`src/rtl/ctd_pkg.sv`:
```
// Shared types and constants for the CTAPHID report deframer.
`default_nettype none
package ctd_pkg;

  // Default report size in bytes
  localparam int REPORT_BYTES_DEF = 64;

  // Header byte positions
  localparam int CHAN_LAST_POS  = 3;
  localparam int CMD_POS        = 4;
  localparam int LEN_HI_POS     = 5;
  localparam int LEN_LO_POS     = 6;
  localparam int NONCE_LAST_POS = 14;

  // Command bytes and header masks
  localparam logic [7:0] CMD_FLAG = 8'h80;
  localparam logic [6:0] SEQ_MASK = 7'h7F;
  localparam logic [7:0] CMD_PING = 8'h81;
  localparam logic [7:0] CMD_INIT = 8'h86;
  localparam logic [7:0] CMD_WINK = 8'h88;
  localparam logic [7:0] CMD_CBOR = 8'h90;

  // Error codes
  localparam logic ERR_BAD_CMD = 1'b0;
  localparam logic ERR_BAD_SEQ = 1'b1;

  // Event queue between front and back
  localparam int QUEUE_DEPTH = 2;
  localparam int QPTR_W      = (QUEUE_DEPTH > 1) ? $clog2(QUEUE_DEPTH) : 1;
  localparam int QCNT_W      = $clog2(QUEUE_DEPTH + 1);

  // Decoder mode within a report
  typedef enum logic [2:0] {
    MODE_IDLE   = 3'd0,
    MODE_HEADER = 3'd1,
    MODE_NONCE  = 3'd2,
    MODE_PING   = 3'd3,
    MODE_STREAM = 3'd4
  } mode_t;

  // Event kinds on the result channel
  typedef enum logic [2:0] {
    EV_MSG   = 3'd0,
    EV_ERROR = 3'd1,
    EV_INIT  = 3'd2,
    EV_PING  = 3'd3,
    EV_WINK  = 3'd4
  } kind_t;

  // One result beat
  typedef struct packed {
    kind_t        kind;
    logic [31:0]  channel_id;
    logic [7:0]   payload_byte;
    logic         has_data;
    logic         last_of_message;
    logic         error_code;
    logic [63:0]  init_nonce;
    logic [15:0]  message_length;
  } evt_t;

  // Queue status seen by the top level
  typedef struct packed {
    logic full;
    logic valid;
  } qstat_t;

endpackage
`default_nettype wire

```
`src/rtl/ctaphid_report_deframer_core.sv`:
```
// CTAPHID report deframer: takes report bytes, produces header events and payload bytes.
//
// Input channel: one report byte per beat (in_data_byte), with in_report_start
// marking byte 0 of a report. Reports are REPORT_BYTES long; bytes outside a
// report are dropped. Each byte gives at most one result beat.
// Result channel: event kind, channel ID, payload byte with has_data and
// last_of_message, error code, init nonce and declared length.
// Throughput: one byte per cycle, sustained while in_ready is high; the decoder
// settles each byte in the cycle it is taken. A result is written into a two-entry
// event queue when its byte is taken, moves to the output register once that is
// free and shows on out_valid from then on, until the receiver takes it.
// When the receiver stalls, the output register holds its beat and the queue
// absorbs two more events; in_ready then drops until a result leaves.
// Reset (rst_n low, synchronous) clears the decoder to idle with no message
// active and empties the queue and output register.
`default_nettype none
module ctaphid_report_deframer_core #(
  parameter int REPORT_BYTES = ctd_pkg::REPORT_BYTES_DEF
) (
  input  wire logic         clk,
  input  wire logic         rst_n,
  input  wire logic         in_valid,
  output logic              in_ready,
  input  wire logic [7:0]   in_data_byte,
  input  wire logic         in_report_start,
  output logic              out_valid,
  input  wire logic         out_ready,
  output logic [2:0]        out_event_kind,
  output logic [31:0]       out_channel_id,
  output logic [7:0]        out_payload_byte,
  output logic              out_has_data,
  output logic              out_last_of_message,
  output logic              out_error_code,
  output logic [63:0]       out_init_nonce,
  output logic [15:0]       out_message_length
);

  logic             beat;
  logic             push;
  logic             pop;
  ctd_pkg::evt_t    front_evt;
  ctd_pkg::evt_t    head_evt;
  ctd_pkg::evt_t    out_evt;
  ctd_pkg::qstat_t  qstat;

  assign in_ready = !qstat.full;
  assign beat     = in_valid && in_ready;

  // Decoder
  ctd_front #(
    .REPORT_BYTES (REPORT_BYTES)
  ) u_front (
    .clk          (clk),
    .rst_n        (rst_n),
    .beat         (beat),
    .data_byte    (in_data_byte),
    .report_start (in_report_start),
    .push         (push),
    .evt          (front_evt)
  );

  // Event queue
  ctd_queue u_queue (
    .clk      (clk),
    .rst_n    (rst_n),
    .push     (push),
    .push_evt (front_evt),
    .pop      (pop),
    .stat     (qstat),
    .head_evt (head_evt)
  );

  // Output stage
  ctd_back u_back (
    .clk       (clk),
    .rst_n     (rst_n),
    .qstat     (qstat),
    .head_evt  (head_evt),
    .pop       (pop),
    .out_ready (out_ready),
    .out_valid (out_valid),
    .out_evt   (out_evt)
  );

  // Result fields
  assign out_event_kind      = out_evt.kind;
  assign out_channel_id      = out_evt.channel_id;
  assign out_payload_byte    = out_evt.payload_byte;
  assign out_has_data        = out_evt.has_data;
  assign out_last_of_message = out_evt.last_of_message;
  assign out_error_code      = out_evt.error_code;
  assign out_init_nonce      = out_evt.init_nonce;
  assign out_message_length  = out_evt.message_length;

endmodule
`default_nettype wire

```
`src/rtl/ctd_front.sv`:
```
// Front end: header decode and reassembly state, one report byte per beat.
`default_nettype none
module ctd_front #(
  parameter int REPORT_BYTES = ctd_pkg::REPORT_BYTES_DEF
) (
  input  wire logic          clk,
  input  wire logic          rst_n,
  input  wire logic          beat,
  input  wire logic [7:0]    data_byte,
  input  wire logic          report_start,
  output logic               push,
  output ctd_pkg::evt_t      evt
);

  localparam int POS_W = $clog2(REPORT_BYTES);

  // State registers
  ctd_pkg::mode_t    mode_r, mode_nxt;
  logic [POS_W-1:0]  pos_r, pos_nxt;
  logic [31:0]       hdr_chan_r, hdr_chan_nxt;
  logic [7:0]        hdr_cmd_r, hdr_cmd_nxt;
  logic [15:0]       hdr_len_r, hdr_len_nxt;
  logic [63:0]       nonce_r, nonce_nxt;
  logic [31:0]       msg_chan_r, msg_chan_nxt;
  logic [15:0]       msg_total_r, msg_total_nxt;
  logic [15:0]       msg_rcv_r, msg_rcv_nxt;
  logic [6:0]        exp_seq_r, exp_seq_nxt;
  logic              msg_active_r, msg_active_nxt;

  // Shared decode terms
  ctd_pkg::mode_t    mode_cur;
  logic [POS_W-1:0]  pos_cur;
  logic [31:0]       chan_shift;
  logic [15:0]       len_full;
  logic [63:0]       nonce_shift;
  logic [15:0]       rcv_inc;
  logic              cont_match;
  logic              seq_ok;
  logic              known_cmd;
  logic              stream_last;
  logic              ping_last;
  logic              pos_end;

  always_comb begin
    mode_cur    = report_start ? ctd_pkg::MODE_HEADER : mode_r;
    pos_cur     = report_start ? '0 : pos_r;
    chan_shift  = {hdr_chan_r[23:0], data_byte};
    len_full    = {hdr_len_r[15:8], data_byte};
    nonce_shift = {nonce_r[55:0], data_byte};
    rcv_inc     = msg_rcv_r + 16'd1;
    cont_match  = msg_active_r && (hdr_chan_r == msg_chan_r);
    seq_ok      = (data_byte[6:0] & ctd_pkg::SEQ_MASK) == exp_seq_r;
    known_cmd   = (data_byte == ctd_pkg::CMD_INIT) || (data_byte == ctd_pkg::CMD_PING) ||
                  (data_byte == ctd_pkg::CMD_CBOR);
    stream_last = rcv_inc >= msg_total_r;
    ping_last   = ((16'(pos_cur) - 16'(ctd_pkg::LEN_LO_POS)) == hdr_len_r) ||
                  (pos_cur == POS_W'(REPORT_BYTES - 1));
    pos_end     = pos_cur == POS_W'(REPORT_BYTES - 1);
  end

  // Next state
  always_comb begin
    mode_nxt       = mode_r;
    pos_nxt        = pos_r;
    hdr_chan_nxt   = hdr_chan_r;
    hdr_cmd_nxt    = hdr_cmd_r;
    hdr_len_nxt    = hdr_len_r;
    nonce_nxt      = nonce_r;
    msg_chan_nxt   = msg_chan_r;
    msg_total_nxt  = msg_total_r;
    msg_rcv_nxt    = msg_rcv_r;
    exp_seq_nxt    = exp_seq_r;
    msg_active_nxt = msg_active_r;
    if (beat && (mode_cur != ctd_pkg::MODE_IDLE)) begin
      mode_nxt = mode_cur;
      pos_nxt  = pos_end ? pos_cur : pos_cur + POS_W'(1);
      case (mode_cur)
        ctd_pkg::MODE_HEADER: begin
          if (pos_cur <= POS_W'(ctd_pkg::CHAN_LAST_POS)) begin
            hdr_chan_nxt = chan_shift;
          end else if (pos_cur == POS_W'(ctd_pkg::CMD_POS)) begin
            if ((data_byte & ctd_pkg::CMD_FLAG) != 8'h00) begin
              hdr_cmd_nxt = data_byte;
              if (!known_cmd) begin
                mode_nxt = ctd_pkg::MODE_IDLE;
              end
            end else if (cont_match) begin
              if (!seq_ok) begin
                msg_active_nxt = 1'b0;
                mode_nxt       = ctd_pkg::MODE_IDLE;
              end else begin
                exp_seq_nxt = exp_seq_r + 7'd1;
                mode_nxt    = ctd_pkg::MODE_STREAM;
              end
            end else begin
              mode_nxt = ctd_pkg::MODE_IDLE;
            end
          end else if (pos_cur == POS_W'(ctd_pkg::LEN_HI_POS)) begin
            hdr_len_nxt = {data_byte, 8'h00};
          end else begin
            hdr_len_nxt = len_full;
            case (hdr_cmd_r)
              ctd_pkg::CMD_INIT: begin
                mode_nxt = ctd_pkg::MODE_NONCE;
              end
              ctd_pkg::CMD_PING: begin
                mode_nxt = (len_full == 16'd0) ? ctd_pkg::MODE_IDLE : ctd_pkg::MODE_PING;
              end
              default: begin
                msg_chan_nxt   = hdr_chan_r;
                msg_total_nxt  = len_full;
                msg_rcv_nxt    = 16'd0;
                exp_seq_nxt    = 7'd0;
                msg_active_nxt = len_full != 16'd0;
                mode_nxt = (len_full == 16'd0) ? ctd_pkg::MODE_IDLE : ctd_pkg::MODE_STREAM;
              end
            endcase
          end
        end
        ctd_pkg::MODE_NONCE: begin
          nonce_nxt = nonce_shift;
          if (pos_cur == POS_W'(ctd_pkg::NONCE_LAST_POS)) begin
            mode_nxt = ctd_pkg::MODE_IDLE;
          end
        end
        ctd_pkg::MODE_PING: begin
          if (ping_last) begin
            mode_nxt = ctd_pkg::MODE_IDLE;
          end
        end
        ctd_pkg::MODE_STREAM: begin
          msg_rcv_nxt = rcv_inc;
          if (stream_last) begin
            msg_active_nxt = 1'b0;
            mode_nxt       = ctd_pkg::MODE_IDLE;
          end
        end
        default: begin
          mode_nxt = ctd_pkg::MODE_IDLE;
        end
      endcase
      // Report ends after its last byte
      if (pos_end) begin
        mode_nxt = ctd_pkg::MODE_IDLE;
      end
    end
  end

  // Event generation
  always_comb begin
    push = 1'b0;
    evt  = '0;
    if (beat) begin
      case (mode_cur)
        ctd_pkg::MODE_HEADER: begin
          if (pos_cur == POS_W'(ctd_pkg::CMD_POS)) begin
            if ((data_byte & ctd_pkg::CMD_FLAG) != 8'h00) begin
              if (data_byte == ctd_pkg::CMD_WINK) begin
                push           = 1'b1;
                evt.kind       = ctd_pkg::EV_WINK;
                evt.channel_id = hdr_chan_r;
              end else if (!known_cmd) begin
                push           = 1'b1;
                evt.kind       = ctd_pkg::EV_ERROR;
                evt.channel_id = hdr_chan_r;
                evt.error_code = ctd_pkg::ERR_BAD_CMD;
              end
            end else if (cont_match && !seq_ok) begin
              push           = 1'b1;
              evt.kind       = ctd_pkg::EV_ERROR;
              evt.channel_id = hdr_chan_r;
              evt.error_code = ctd_pkg::ERR_BAD_SEQ;
            end
          end else if ((pos_cur > POS_W'(ctd_pkg::LEN_HI_POS)) && (len_full == 16'd0) &&
                       (hdr_cmd_r != ctd_pkg::CMD_INIT)) begin
            // Empty ping or empty message
            push                = 1'b1;
            evt.kind            = (hdr_cmd_r == ctd_pkg::CMD_PING) ? ctd_pkg::EV_PING
                                                                   : ctd_pkg::EV_MSG;
            evt.channel_id      = hdr_chan_r;
            evt.last_of_message = 1'b1;
          end
        end
        ctd_pkg::MODE_NONCE: begin
          if (pos_cur == POS_W'(ctd_pkg::NONCE_LAST_POS)) begin
            push               = 1'b1;
            evt.kind           = ctd_pkg::EV_INIT;
            evt.channel_id     = hdr_chan_r;
            evt.init_nonce     = nonce_shift;
            evt.message_length = hdr_len_r;
          end
        end
        ctd_pkg::MODE_PING: begin
          push                = 1'b1;
          evt.kind            = ctd_pkg::EV_PING;
          evt.channel_id      = hdr_chan_r;
          evt.payload_byte    = data_byte;
          evt.has_data        = 1'b1;
          evt.last_of_message = ping_last;
          evt.message_length  = hdr_len_r;
        end
        ctd_pkg::MODE_STREAM: begin
          push                = 1'b1;
          evt.kind            = ctd_pkg::EV_MSG;
          evt.channel_id      = msg_chan_r;
          evt.payload_byte    = data_byte;
          evt.has_data        = 1'b1;
          evt.last_of_message = stream_last;
          evt.message_length  = msg_total_r;
        end
        default: begin
          push = 1'b0;
        end
      endcase
    end
  end

  // Control state
  always_ff @(posedge clk) begin
    if (!rst_n) begin
      mode_r       <= ctd_pkg::MODE_IDLE;
      pos_r        <= '0;
      hdr_chan_r   <= '0;
      hdr_cmd_r    <= '0;
      hdr_len_r    <= '0;
      nonce_r      <= '0;
      msg_chan_r   <= '0;
      msg_total_r  <= '0;
      msg_rcv_r    <= '0;
      exp_seq_r    <= '0;
      msg_active_r <= 1'b0;
    end else begin
      mode_r       <= mode_nxt;
      pos_r        <= pos_nxt;
      hdr_chan_r   <= hdr_chan_nxt;
      hdr_cmd_r    <= hdr_cmd_nxt;
      hdr_len_r    <= hdr_len_nxt;
      nonce_r      <= nonce_nxt;
      msg_chan_r   <= msg_chan_nxt;
      msg_total_r  <= msg_total_nxt;
      msg_rcv_r    <= msg_rcv_nxt;
      exp_seq_r    <= exp_seq_nxt;
      msg_active_r <= msg_active_nxt;
    end
  end

endmodule
`default_nettype wire

```
`src/rtl/ctd_queue.sv`:
```
// Short event queue between the decoder front end and the output stage.
`default_nettype none
module ctd_queue (
  input  wire logic            clk,
  input  wire logic            rst_n,
  input  wire logic            push,
  input  wire ctd_pkg::evt_t   push_evt,
  input  wire logic            pop,
  output ctd_pkg::qstat_t      stat,
  output ctd_pkg::evt_t        head_evt
);

  localparam int DEPTH  = ctd_pkg::QUEUE_DEPTH;
  localparam int PTR_W  = ctd_pkg::QPTR_W;
  localparam int CNT_W  = ctd_pkg::QCNT_W;

  ctd_pkg::evt_t      slot_r [DEPTH];
  logic [PTR_W-1:0]   wptr_r, wptr_nxt;
  logic [PTR_W-1:0]   rptr_r, rptr_nxt;
  logic [CNT_W-1:0]   cnt_r, cnt_nxt;

  // Pointer and count update
  always_comb begin
    wptr_nxt = wptr_r;
    rptr_nxt = rptr_r;
    cnt_nxt  = cnt_r;
    if (push) begin
      wptr_nxt = (wptr_r == PTR_W'(DEPTH - 1)) ? '0 : wptr_r + PTR_W'(1);
    end
    if (pop) begin
      rptr_nxt = (rptr_r == PTR_W'(DEPTH - 1)) ? '0 : rptr_r + PTR_W'(1);
    end
    case ({push, pop})
      2'b10:   cnt_nxt = cnt_r + CNT_W'(1);
      2'b01:   cnt_nxt = cnt_r - CNT_W'(1);
      default: cnt_nxt = cnt_r;
    endcase
  end

  always_comb begin
    stat.full  = cnt_r == CNT_W'(DEPTH);
    stat.valid = cnt_r != '0;
    head_evt   = slot_r[rptr_r];
  end

  always_ff @(posedge clk) begin
    if (!rst_n) begin
      wptr_r <= '0;
      rptr_r <= '0;
      cnt_r  <= '0;
    end else begin
      wptr_r <= wptr_nxt;
      rptr_r <= rptr_nxt;
      cnt_r  <= cnt_nxt;
    end
  end

  // Payload storage
  always_ff @(posedge clk) begin
    if (push) begin
      slot_r[wptr_r] <= push_evt;
    end
  end

endmodule
`default_nettype wire

```
`src/rtl/ctd_back.sv`:
```
// Back end: output register that presents queued events on the result channel.
`default_nettype none
module ctd_back (
  input  wire logic             clk,
  input  wire logic             rst_n,
  input  wire ctd_pkg::qstat_t  qstat,
  input  wire ctd_pkg::evt_t    head_evt,
  output logic                  pop,
  input  wire logic             out_ready,
  output logic                  out_valid,
  output ctd_pkg::evt_t         out_evt
);

  logic           valid_r, valid_nxt;
  ctd_pkg::evt_t  evt_r;

  // Load when empty or when the current beat leaves
  always_comb begin
    pop       = qstat.valid && (!valid_r || out_ready);
    valid_nxt = valid_r;
    if (pop) begin
      valid_nxt = 1'b1;
    end else if (out_ready) begin
      valid_nxt = 1'b0;
    end
  end

  always_ff @(posedge clk) begin
    if (!rst_n) begin
      valid_r <= 1'b0;
    end else begin
      valid_r <= valid_nxt;
    end
  end

  always_ff @(posedge clk) begin
    if (pop) begin
      evt_r <= head_evt;
    end
  end

  assign out_valid = valid_r;
  assign out_evt   = evt_r;

endmodule
`default_nettype wire
```
`config.mk`:
```
export PLATFORM = sky130hd
export DESIGN_NAME = ctaphid_report_deframer_core
export DESIGN_NICKNAME = d
export VERILOG_FILES = /design/src/rtl/ctd_pkg.sv /design/src/rtl/ctaphid_report_deframer_core.sv /design/src/rtl/ctd_front.sv /design/src/rtl/ctd_queue.sv /design/src/rtl/ctd_back.sv
export SDC_FILE = /design/constraint.sdc
export NUM_CORES = 1
export LEC_CHECK = 0
export BUFFER_PORTS_ARGS = -buffer_cell sky130_fd_sc_hd__buf_2
export CAP_MARGIN = 25
export CORE_UTILIZATION = 40
export DETAILED_ROUTE_END_ITERATION = 7
export GPL_ROUTABILITY_DRIVEN = 0
export SYNTH_ARGS = -nofsm -noshare
export SYNTH_HDL_FRONTEND = slang
export SYNTH_SLANG_ARGS = --single-unit
```
`constraint.sdc`:
```
create_clock -name clk -period 14.9 [get_ports clk]
set_input_delay 1.49 -clock clk [delete_from_list [all_inputs] [get_ports clk]]
set_output_delay 1.49 -clock clk [all_outputs]
set_load 0.1 [all_outputs]
```
==> results of run 1 <==
## logic make-up (layout without fill, tap and decap cells)
kind of cell | Yosys count | count (layout) | share of synthesized area [%]
AO/OA/AOI/OAI | 303 | 303 | 7.50
buffers and inverters | 145 | 297 | 2.42
adder cells (fa/ha/maj) | 24 | 24 | 1.30
multiplexers | 145 | 145 | 6.94
other | 0 | 1 | 0
flip-flops | 576 | 576 | 66.1
AND/OR/NAND/NOR | 675 | 675 | 13.4
XOR/XNOR | 62 | 62 | 2.34
## critical path, stage by stage
cell     delay, ns
buf_2         0.34
nor2b_1       0.20
inv_1         0.11
ha_1          0.17
nand2_1       0.07
nor4b_2       0.26
buf_4         0.49
o21a_1        0.67
or4_1         0.21
o221a_2       0.24
and2_4        0.54
buf_4         0.53
buf_16        0.33
## sequential cells by signal, summed over array words and instances, names as in the netlist
signal	count
u_queue.slot_r	252
u_front.msg_total_r	16
u_front.nonce_r	56
u_back.out_valid	1
u_front.msg_rcv_r	16
u_front.mode_r	3
u_front.msg_chan_r	32
u_queue.wptr_r	1
u_front.hdr_len_r	16
u_queue.cnt_r	2
u_front.hdr_chan_r	32
u_front.exp_seq_r	7
u_front.msg_active_r	1
u_queue.rptr_r	1
u_front.hdr_cmd_r	8
u_back.out_evt	126
u_front.pos_r	6
## power by group through the flow
stage               Sequential [mW]  Clock (mW)  Combinational (mW)
CTS                            1.86        1.45               0.867
floorplan                      2.40           0               0.197
finish                         1.86        1.41               0.865
global placement               1.90           0               0.865
detailed placement             1.90           0               0.864
global route                   1.87        1.51               0.892
## layout by cell type (no fill, tap or decap), drive strengths merged, types with 52 or more instances in the layout
cell type	n
edfxtp	378
nand2	374
dfxtp	198
a21oi	173
buf	163
mux2	126
nor2	83
clkbuf	82
and3	69
o21ai	52
## cells in the mapped netlist (3+ instances only)
library cell	n	area, sq um
buf_2	11	55.1
nor2_1	83	312
o21a_1	6	45.0
clkbuf_1	105	394
and2_1	15	93.8
xnor2_1	31	272
o31a_1	3	26.3
a21oi_1	173	866
ha_1	24	300
nor4_1	17	106
o32ai_1	5	43.8
nor3_1	18	90.1
nand4_1	17	106
or4_1	11	82.6
o22ai_1	3	18.8
edfxtp_1	378	11400
or2_2	3	18.8
o211ai_1	4	30.0
dfxtp_1	198	3960
and3_1	69	432
a211oi_1	8	60.1
nand3b_1	4	30.0
nand2_1	374	1400
or3_1	13	81.3
a22oi_1	25	188
inv_1	26	97.6
nor2b_1	5	31.3
mux2_2	126	1420
a21boi_0	3	22.5
nand3_1	24	120
nand2b_1	8	50.1
xor2_1	31	272
o31ai_1	4	30.0
a31oi_1	3	18.8
o21ai_0	50	250
mux2i_1	19	190
## per-stage QoR
stage | util [%] | hold WS, ns | cell area, sq um
6_report | 46.8 | 0.453 | 26600
5_1_grt | 46.8 | 0.471 | 26600
4_1_cts | 46.5 | 0.453 | 26400
3_5_place_dp | 43.3 | 0.445 | 24600
3_3_place_gp | 43.2 | 0.439 | 24600
2_1_floorplan | - | 0.432 | 23200
## final cells by class
type	instances	area [sq um]
clock buffer	82	1620
inverter	26	103
timing repair buffer	163	985
clock inverter	26	226
multi-input combinational	1209	7370
fill	5132	30200
antenna	1	2.50
sequential	576	15300
tap	756	946
## how the worst max path moves through the flow
stage,startpoint,end,slack (ns),depth (start not counted)
finish,in_report_start,u_queue.slot_r[1][25]$_DFFE_PP_,9.41,13
global route,in_report_start,u_queue.slot_r[1][3]$_DFFE_PP_,9.05,13
CTS,in_report_start,u_queue.slot_r[0][23]$_DFFE_PP_,9.20,13
detailed placement,in_report_start,u_queue.slot_r[0][6]$_DFFE_PP_,8.57,13
global placement,in_report_start,u_queue.slot_r[1][9]$_DFFE_PP_,8.65,12
floorplan,in_report_start,u_queue.slot_r[0][0]$_DFFE_PP_,5.22,12
## routing by layer
metal | vias up | track usage (%) | share of wire, %
met3 | 92 | 3.27 | 6.3
met5 | - | 0 | 0
met1 | 7279 | 24.6 | 45
met2 | 488 | 28.3 | 47
li1 | 7146 | - | -
met4 | 0 | 5.27 | 2.2
==> metrics.csv, run 1 <==
metric,value,unit
pre-CTS setup slack,8.57,ns
Post-Route WL,52900,um
Max Cap Viol,0,
"EDFF count, synth",378,
Startpoint Class,input pin,
Detailed Place HPWL,33300,um
H-tree Lvls,2,
GRT Total Usage,17.7,%
Setup Buffers After CTS,0,
DR WL/cell,18.6,um
"flops & latches, synth",576,
port buffer count,140,
"non-filler cells, final",2839,
Starting Density,40.8,%
vias per std cell,5.29,
Net Sw Frac,32.5,%
drt drc,0,
final net count,2070,
buffer depth of the longest clock path,3,
Final WS setup,9.41,ns
Initial DRT Pass Iterations,6,
worst path arrival time,5.75,ns
initial antenna violation count,1,
Synth Cell Area,23200,sq um
core area,56800,sq um
Fin. Hold Viols,0,
minimum clock period,5.49,ns
Clk network pwr share,34.2,%
die height,243,um
Via Count,15000,
Worst Path Max Fanout,66,
Int Pwr,2.79,mW
R2R Path Start,u_front.pos_r[2]$_SDFFE_PN0P_,
CTS buffer count,57,
die area,58900,sq um
clk slew on worst S/H paths,0.06,ns
WS Path Type,input pin to register,
Post-CTS Resized,0,
Worst-Skew Late Latency,0.61,ns
Syn Area/Cell,12.0,sq um
CTS tree,built,
Fmax,182,MHz
RR Endpoint,u_queue.slot_r[1][25]$_DFFE_PP_,
"IR drop worst, VDD",0.000119,V
Hold Startpoint,u_front.nonce_r[54]$_SDFFE_PN0P_,
placed cells,2724,
crit path capture type,register,
Pwr Total,4.14,mW
sequential share of the synthesized area,66.1,%
chip width,243,um
GRT Residual Overflow,0,
Pwr per Cell Area,156,nW/um^2
drt first-iter violations,1285,
static leakage,9.34,nW
RSZ-0062 raised after global routing,no,
share of layout cells above drive strength 1,18.7,%
setup_tns,0,ns
"FFs w/ async S/R, synth",0,%
IO Count,141,
first-pass GRT wire length,82500,um
Layout area overhead,14.7,%
Max-slew headroom,27.1,%
Least-Margin Pin Slew,1.09,ns
# hold bufs at CTS,0,
Clock Sinks,576,
Hold EP,u_front.nonce_r[54]$_SDFFE_PN0P_,
"setup slack, reg-to-reg",10.28,ns
HP Class,register to register,
ys flop type,edfxtp_1,
Clock Tree Root,clkbuf_16,
crit share post-route,36.9,%
row count,87,
sw power,1.34,mW
Post-Syn Nets,1967,
skew final,0.0247,ns
Pins Over Slew Limit,0,
count of final setup violators,0,
R2R cell count,9,
Reg power frac,44.9,%
combinational fraction of design power,20.9,%
vias in the first global route,14500,
hold path depth,2,
Critical Path RT,15.16,ns
status,completed,
Yosys cell types,63,
YS warnings,0,
Post-Synthesis Cells,1930,
largest net degree at the start of global routing,121,
Post-DRT Antenna Nets,0,
Power figures use the tool's default switching activity.
==> run 2: changes to the inputs <==
- clock period: 14.9 -> 5.4 ns (I/O delays scaled with it)
==> metrics.csv, run 2 (same netlist as run 1, synthesis figures left out) <==
metric,value,unit
status,completed,
clk slew on worst S/H paths,0.07,ns
worst path arrival time,4.47,ns
cell area after layout,26700,sq um
Startpoint Class,register,
WS Path Type,register to register,
final net count,2074,
Via Count,15000,
Fin. Hold Viols,0,
core area,56800,sq um
first-pass GRT wire length,84200,um
share of layout cells above drive strength 1,19.4,%
setup_tns,0,ns
GRT Residual Overflow,0,
H-tree Lvls,2,
"IR drop worst, VDD",0.000367,V
Initial DRT Pass Iterations,5,
Least-Margin Pin Slew,1.05,ns
Filler cells,5156,
Max-slew headroom,29.9,%
die height,243,um
chip width,243,um
Critical Path RT,5.68,ns
max FFs per register,252,
Post-Route WL,53700,um
Worst-Skew Late Latency,0.62,ns
placed cell area,24700,sq um
static leakage,9.41,nW
skew final,0.0168,ns
most frequent cells in the layout,"edfxtp_1 (378), nand2_1 (374), dfxtp_1 (197), a21oi_1 (173), buf_2 (140)",
CTS tree,built,
Detailed Place HPWL,33100,um
vias in the first global route,14900,
Starting Density,40.8,%
Clock Sinks,576,
vias per std cell,5.26,
drt first-iter violations,1133,
minimum clock period,4.18,ns
CTS buffer count,57,
crit share post-route,77.5,%
Clock Tree Root,clkbuf_16,
Fmax,239,MHz
buffer depth of the longest clock path,3,
port buffer count,140,
RSZ-0062 raised after global routing,no,
Setup Buffers After CTS,0,
Post-DRT Antenna Nets,0,
GRT Total Usage,18.1,%
Max Cap Viol,0,
fin util,47.0,%
initial antenna violation count,3,
Pwr per Cell Area,436,nW/um^2
count of final setup violators,0,
# hold bufs at CTS,0,
drt drc,0,
"Most flops, register",u_queue.slot_r,
HP Class,input pin to register,
"most common cell after layout, fill and taps aside",edfxtp_1,
Post-CTS Resized,0,
Worst Path Max Fanout,27,
die area,58900,sq um
crit path capture type,register,
DR WL/cell,18.9,um
IO Count,141,
largest net degree at the start of global routing,129,
Pins Over Slew Limit,0,
Layout area overhead,15.2,%
row count,87,
[run 2: cell types whose count changed in the layout (fill, tap and decap cells not counted), sizes merged]
cell,before,now
bufinv,4,6
inv,27,28
clkinv,20,22
buf,163,167
clkbuf,82,75
[run 2: stage by stage]
stage                     cells  total power [mW]  setup slack [ns]  hold WS, ns
after floorplan            1930              7.13             0.275        0.432
after global placement     2730              7.63             0.982        0.440
after detailed placement   2733              7.65             0.831        0.446
after CTS                  2839              11.8              1.22        0.336
after global routing       2840              12.0             0.903        0.367
final                      2841              11.6              1.22        0.361
[run 2: report_power, final]
group / total (mW) / internal [mW] / switching (mW)
clock network: 4.11 / 2.42 / 1.69
logic: 2.45 / 0.434 / 2.02
registers: 5.08 / 5.00 / 0.0806
total: 11.6 / 7.85 / 3.79
[run 2: metal layers]
metal  part of all wire [%]  vias up  global-route usage, %
li1                       -     7149                      -
met4                    2.6        4                   5.49
met1                     45     7342                   24.6
met3                    5.3       86                   3.18
met5                  0.030        -                      0
met2                     47      369                   29.3
[run 2: critical path: stages (launching register included)]
cell	delay, ns
dfxtp_1	0.38
nor2b_1	0.39
inv_1	0.14
ha_1	0.25
or3b_1	0.36
a2111oi_0	0.52
and4b_1	0.47
or4_1	0.17
o221a_2	0.23
and2_4	0.50
buf_4	0.42
[run 2: final cells by class]
| class | count | area, sq um | share of cell area [%] |
|---|---|---|---|
| multi-input combinational | 1209 | 7370 | 27.6 |
| clock buffer | 75 | 1630 | 6.10 |
| tap | 756 | 946 | 3.54 |
| clock inverter | 31 | 347 | 1.30 |
| timing repair buffer | 167 | 993 | 3.72 |
| inverter | 26 | 103 | 0.384 |
| antenna | 1 | 2.50 | 0.00937 |
| sequential | 576 | 15300 | 57.4 |
[run 2: final timing paths]
kind / from / endpoint / slack [ns] / cells past startpoint
worst max-delay path: u_front.pos_r[0]$_SDFFE_PN0P_ / u_queue.slot_r[1][118]$_DFFE_PP_ / 1.22 / 10
worst min register to register: u_front.nonce_r[51]$_SDFFE_PN0P_ / u_front.nonce_r[51]$_SDFFE_PN0P_ / 0.45 / 2
worst min-delay path: in_data_byte[7] / u_front.msg_total_r[7]$_SDFFE_PN0P_ / 0.36 / 3
worst max register to register: u_front.pos_r[0]$_SDFFE_PN0P_ / u_queue.slot_r[1][118]$_DFFE_PP_ / 1.22 / 10
==> run 3: changes to the inputs <==
- clock period: 5.4 -> 3.6 ns (I/O delays scaled with it)
==> metrics.csv, run 3 (same netlist as run 1, synthesis figures left out) <==
metric,value,unit
skew final,0.0240,ns
drt first-iter violations,1236,
RSZ-0062 raised after global routing,no,
placed cell area,25000,sq um
minimum clock period,3.36,ns
status,completed,
crit path from,u_front.msg_rcv_r[2]$_SDFFE_PN0P_,
DR WL/cell,18.5,um
Detailed Place HPWL,33800,um
Clock Tree Root,clkbuf_16,
chip width,243,um
Critical Path RT,4.07,ns
Via Count,15100,
Max Cap Viol,0,
GRT Residual Overflow,0,
ANT cells,0,
Post-DRT Antenna Nets,0,
Worst Path Max Fanout,7,
max FFs per register,252,
Layout area overhead,17.1,%
Pins Over Slew Limit,0,
vias in the first global route,14800,
Filler cells,5105,
worst hold slack,0.102,ns
H-tree Lvls,2,
final net count,2104,
Max-slew headroom,46.5,%
Fin. Hold Viols,0,
Fmax,298,MHz
WS Path Type,register to register,
# hold bufs at CTS,0,
Starting Density,40.8,%
die height,243,um
"Most flops, register",u_queue.slot_r,
Post-CTS Resized,0,
static leakage,9.55,nW
die area,58900,sq um
R2R cell count,12,
Pwr per Cell Area,650,nW/um^2
Post-Route WL,53000,um
most frequent cells in the layout,"edfxtp_1 (378), nand2_1 (374), dfxtp_1 (196), a21oi_1 (173), buf_2 (140)",
share of layout cells above drive strength 1,21.2,%
buffer depth of the longest clock path,3,
first-pass GRT wire length,83000,um
Least-Margin Pin Slew,0.802,ns
core area,56800,sq um
Initial DRT Pass Iterations,6,
cell area after layout,27200,sq um
drt drc,0,
Pwr Total,17.6,mW
pre-CTS setup slack,0.198,ns
crit share post-route,93.3,%
Setup Buffers After CTS,0,
Worst-Skew Late Latency,0.62,ns
Clock Sinks,576,
crit path capture type,register,
port buffer count,140,
CTS tree,built,
vias per std cell,5.25,
count of final setup violators,0,
Startpoint Class,register,
Final WS setup,0.240,ns
HP Class,input pin to register,
RR Endpoint,u_front.mode_r[2]$_SDFFE_PN0P_,
R2R Path Start,u_front.msg_rcv_r[2]$_SDFFE_PN0P_,
largest net degree at the start of global routing,128,
worst path arrival time,3.83,ns
IO Count,141,
clk slew on worst S/H paths,0.06,ns
"IR drop worst, VDD",0.000559,V
"most common cell after layout, fill and taps aside",edfxtp_1,
GRT Total Usage,17.9,%
"setup slack, reg-to-reg",0.24,ns
initial antenna violation count,2,
CP Capture Point,u_front.mode_r[2]$_SDFFE_PN0P_,
fin util,47.8,%
row count,87,
CTS buffer count,59,
[run 3: power by group]
group	internal [mW]	switching (mW)	total [mW]
registers	7.49	0.157	7.65
clock network	3.96	2.54	6.50
logic	0.639	2.86	3.50
[run 3: critical path: stages, from the launching register on]
cell,delay (ns)
dfxtp_1,0.45
nand4_1,0.17
nor2_1,0.35
nand3_1,0.23
or2_2,0.38
xnor2_1,0.14
ha_1,0.30
nand2_1,0.07
or3_1,0.39
nor3_1,0.29
a211oi_1,0.15
a32oi_1,0.22
o22ai_1,0.10
[run 3: per-layer routing]
metal / wire, um / share of wire (%) / vias up / global-route usage [%]
li1: - / - / 7212 / -
met1: 23500 / 44 / 7326 / 24.1
met2: 25200 / 47 / 426 / 29.1
met3: 2770 / 5.2 / 110 / 2.97
met4: 1580 / 3.0 / 2 / 6.10
met5: 11 / 0.021 / - / 0
[run 3: layout make-up]
class | instances | area (sq um) | area share, %
Sequential cell | 576 | 15300 | 56.4
Inverter | 26 | 100 | 0.369
Multi-Input combinational cell | 1209 | 7400 | 27.3
Clock inverter | 39 | 513 | 1.89
Timing Repair Buffer | 195 | 1300 | 4.77
Clock buffer | 71 | 1570 | 5.79
Tap cell | 756 | 946 | 3.48
[run 3: how the worst min path moves through the flow]
stage                                          start                                  to  slack, ns  cells past startpoint
CTS                                  in_data_byte[4]   u_front.hdr_cmd_r[4]$_SDFFE_PN0P_       0.06                      3
global placement    u_front.nonce_r[52]$_SDFFE_PN0P_    u_front.nonce_r[52]$_SDFFE_PN0P_       0.44                      2
global route                         in_data_byte[0]  u_front.hdr_chan_r[0]$_SDFFE_PN0P_       0.11                      3
floorplan           u_front.nonce_r[48]$_SDFFE_PN0P_    u_front.nonce_r[48]$_SDFFE_PN0P_       0.43                      2
finish                               in_data_byte[4]   u_front.hdr_cmd_r[4]$_SDFFE_PN0P_       0.10                      3
detailed placement  u_front.nonce_r[51]$_SDFFE_PN0P_    u_front.nonce_r[51]$_SDFFE_PN0P_       0.45                      2
[run 3: through the flow]
step           TNS, ns  cells
5_1_grt              0   2872
4_1_cts              0   2871
3_3_place_gp         0   2761
3_5_place_dp         0   2761
6_report             0   2872
2_1_floorplan  -197.68   1930
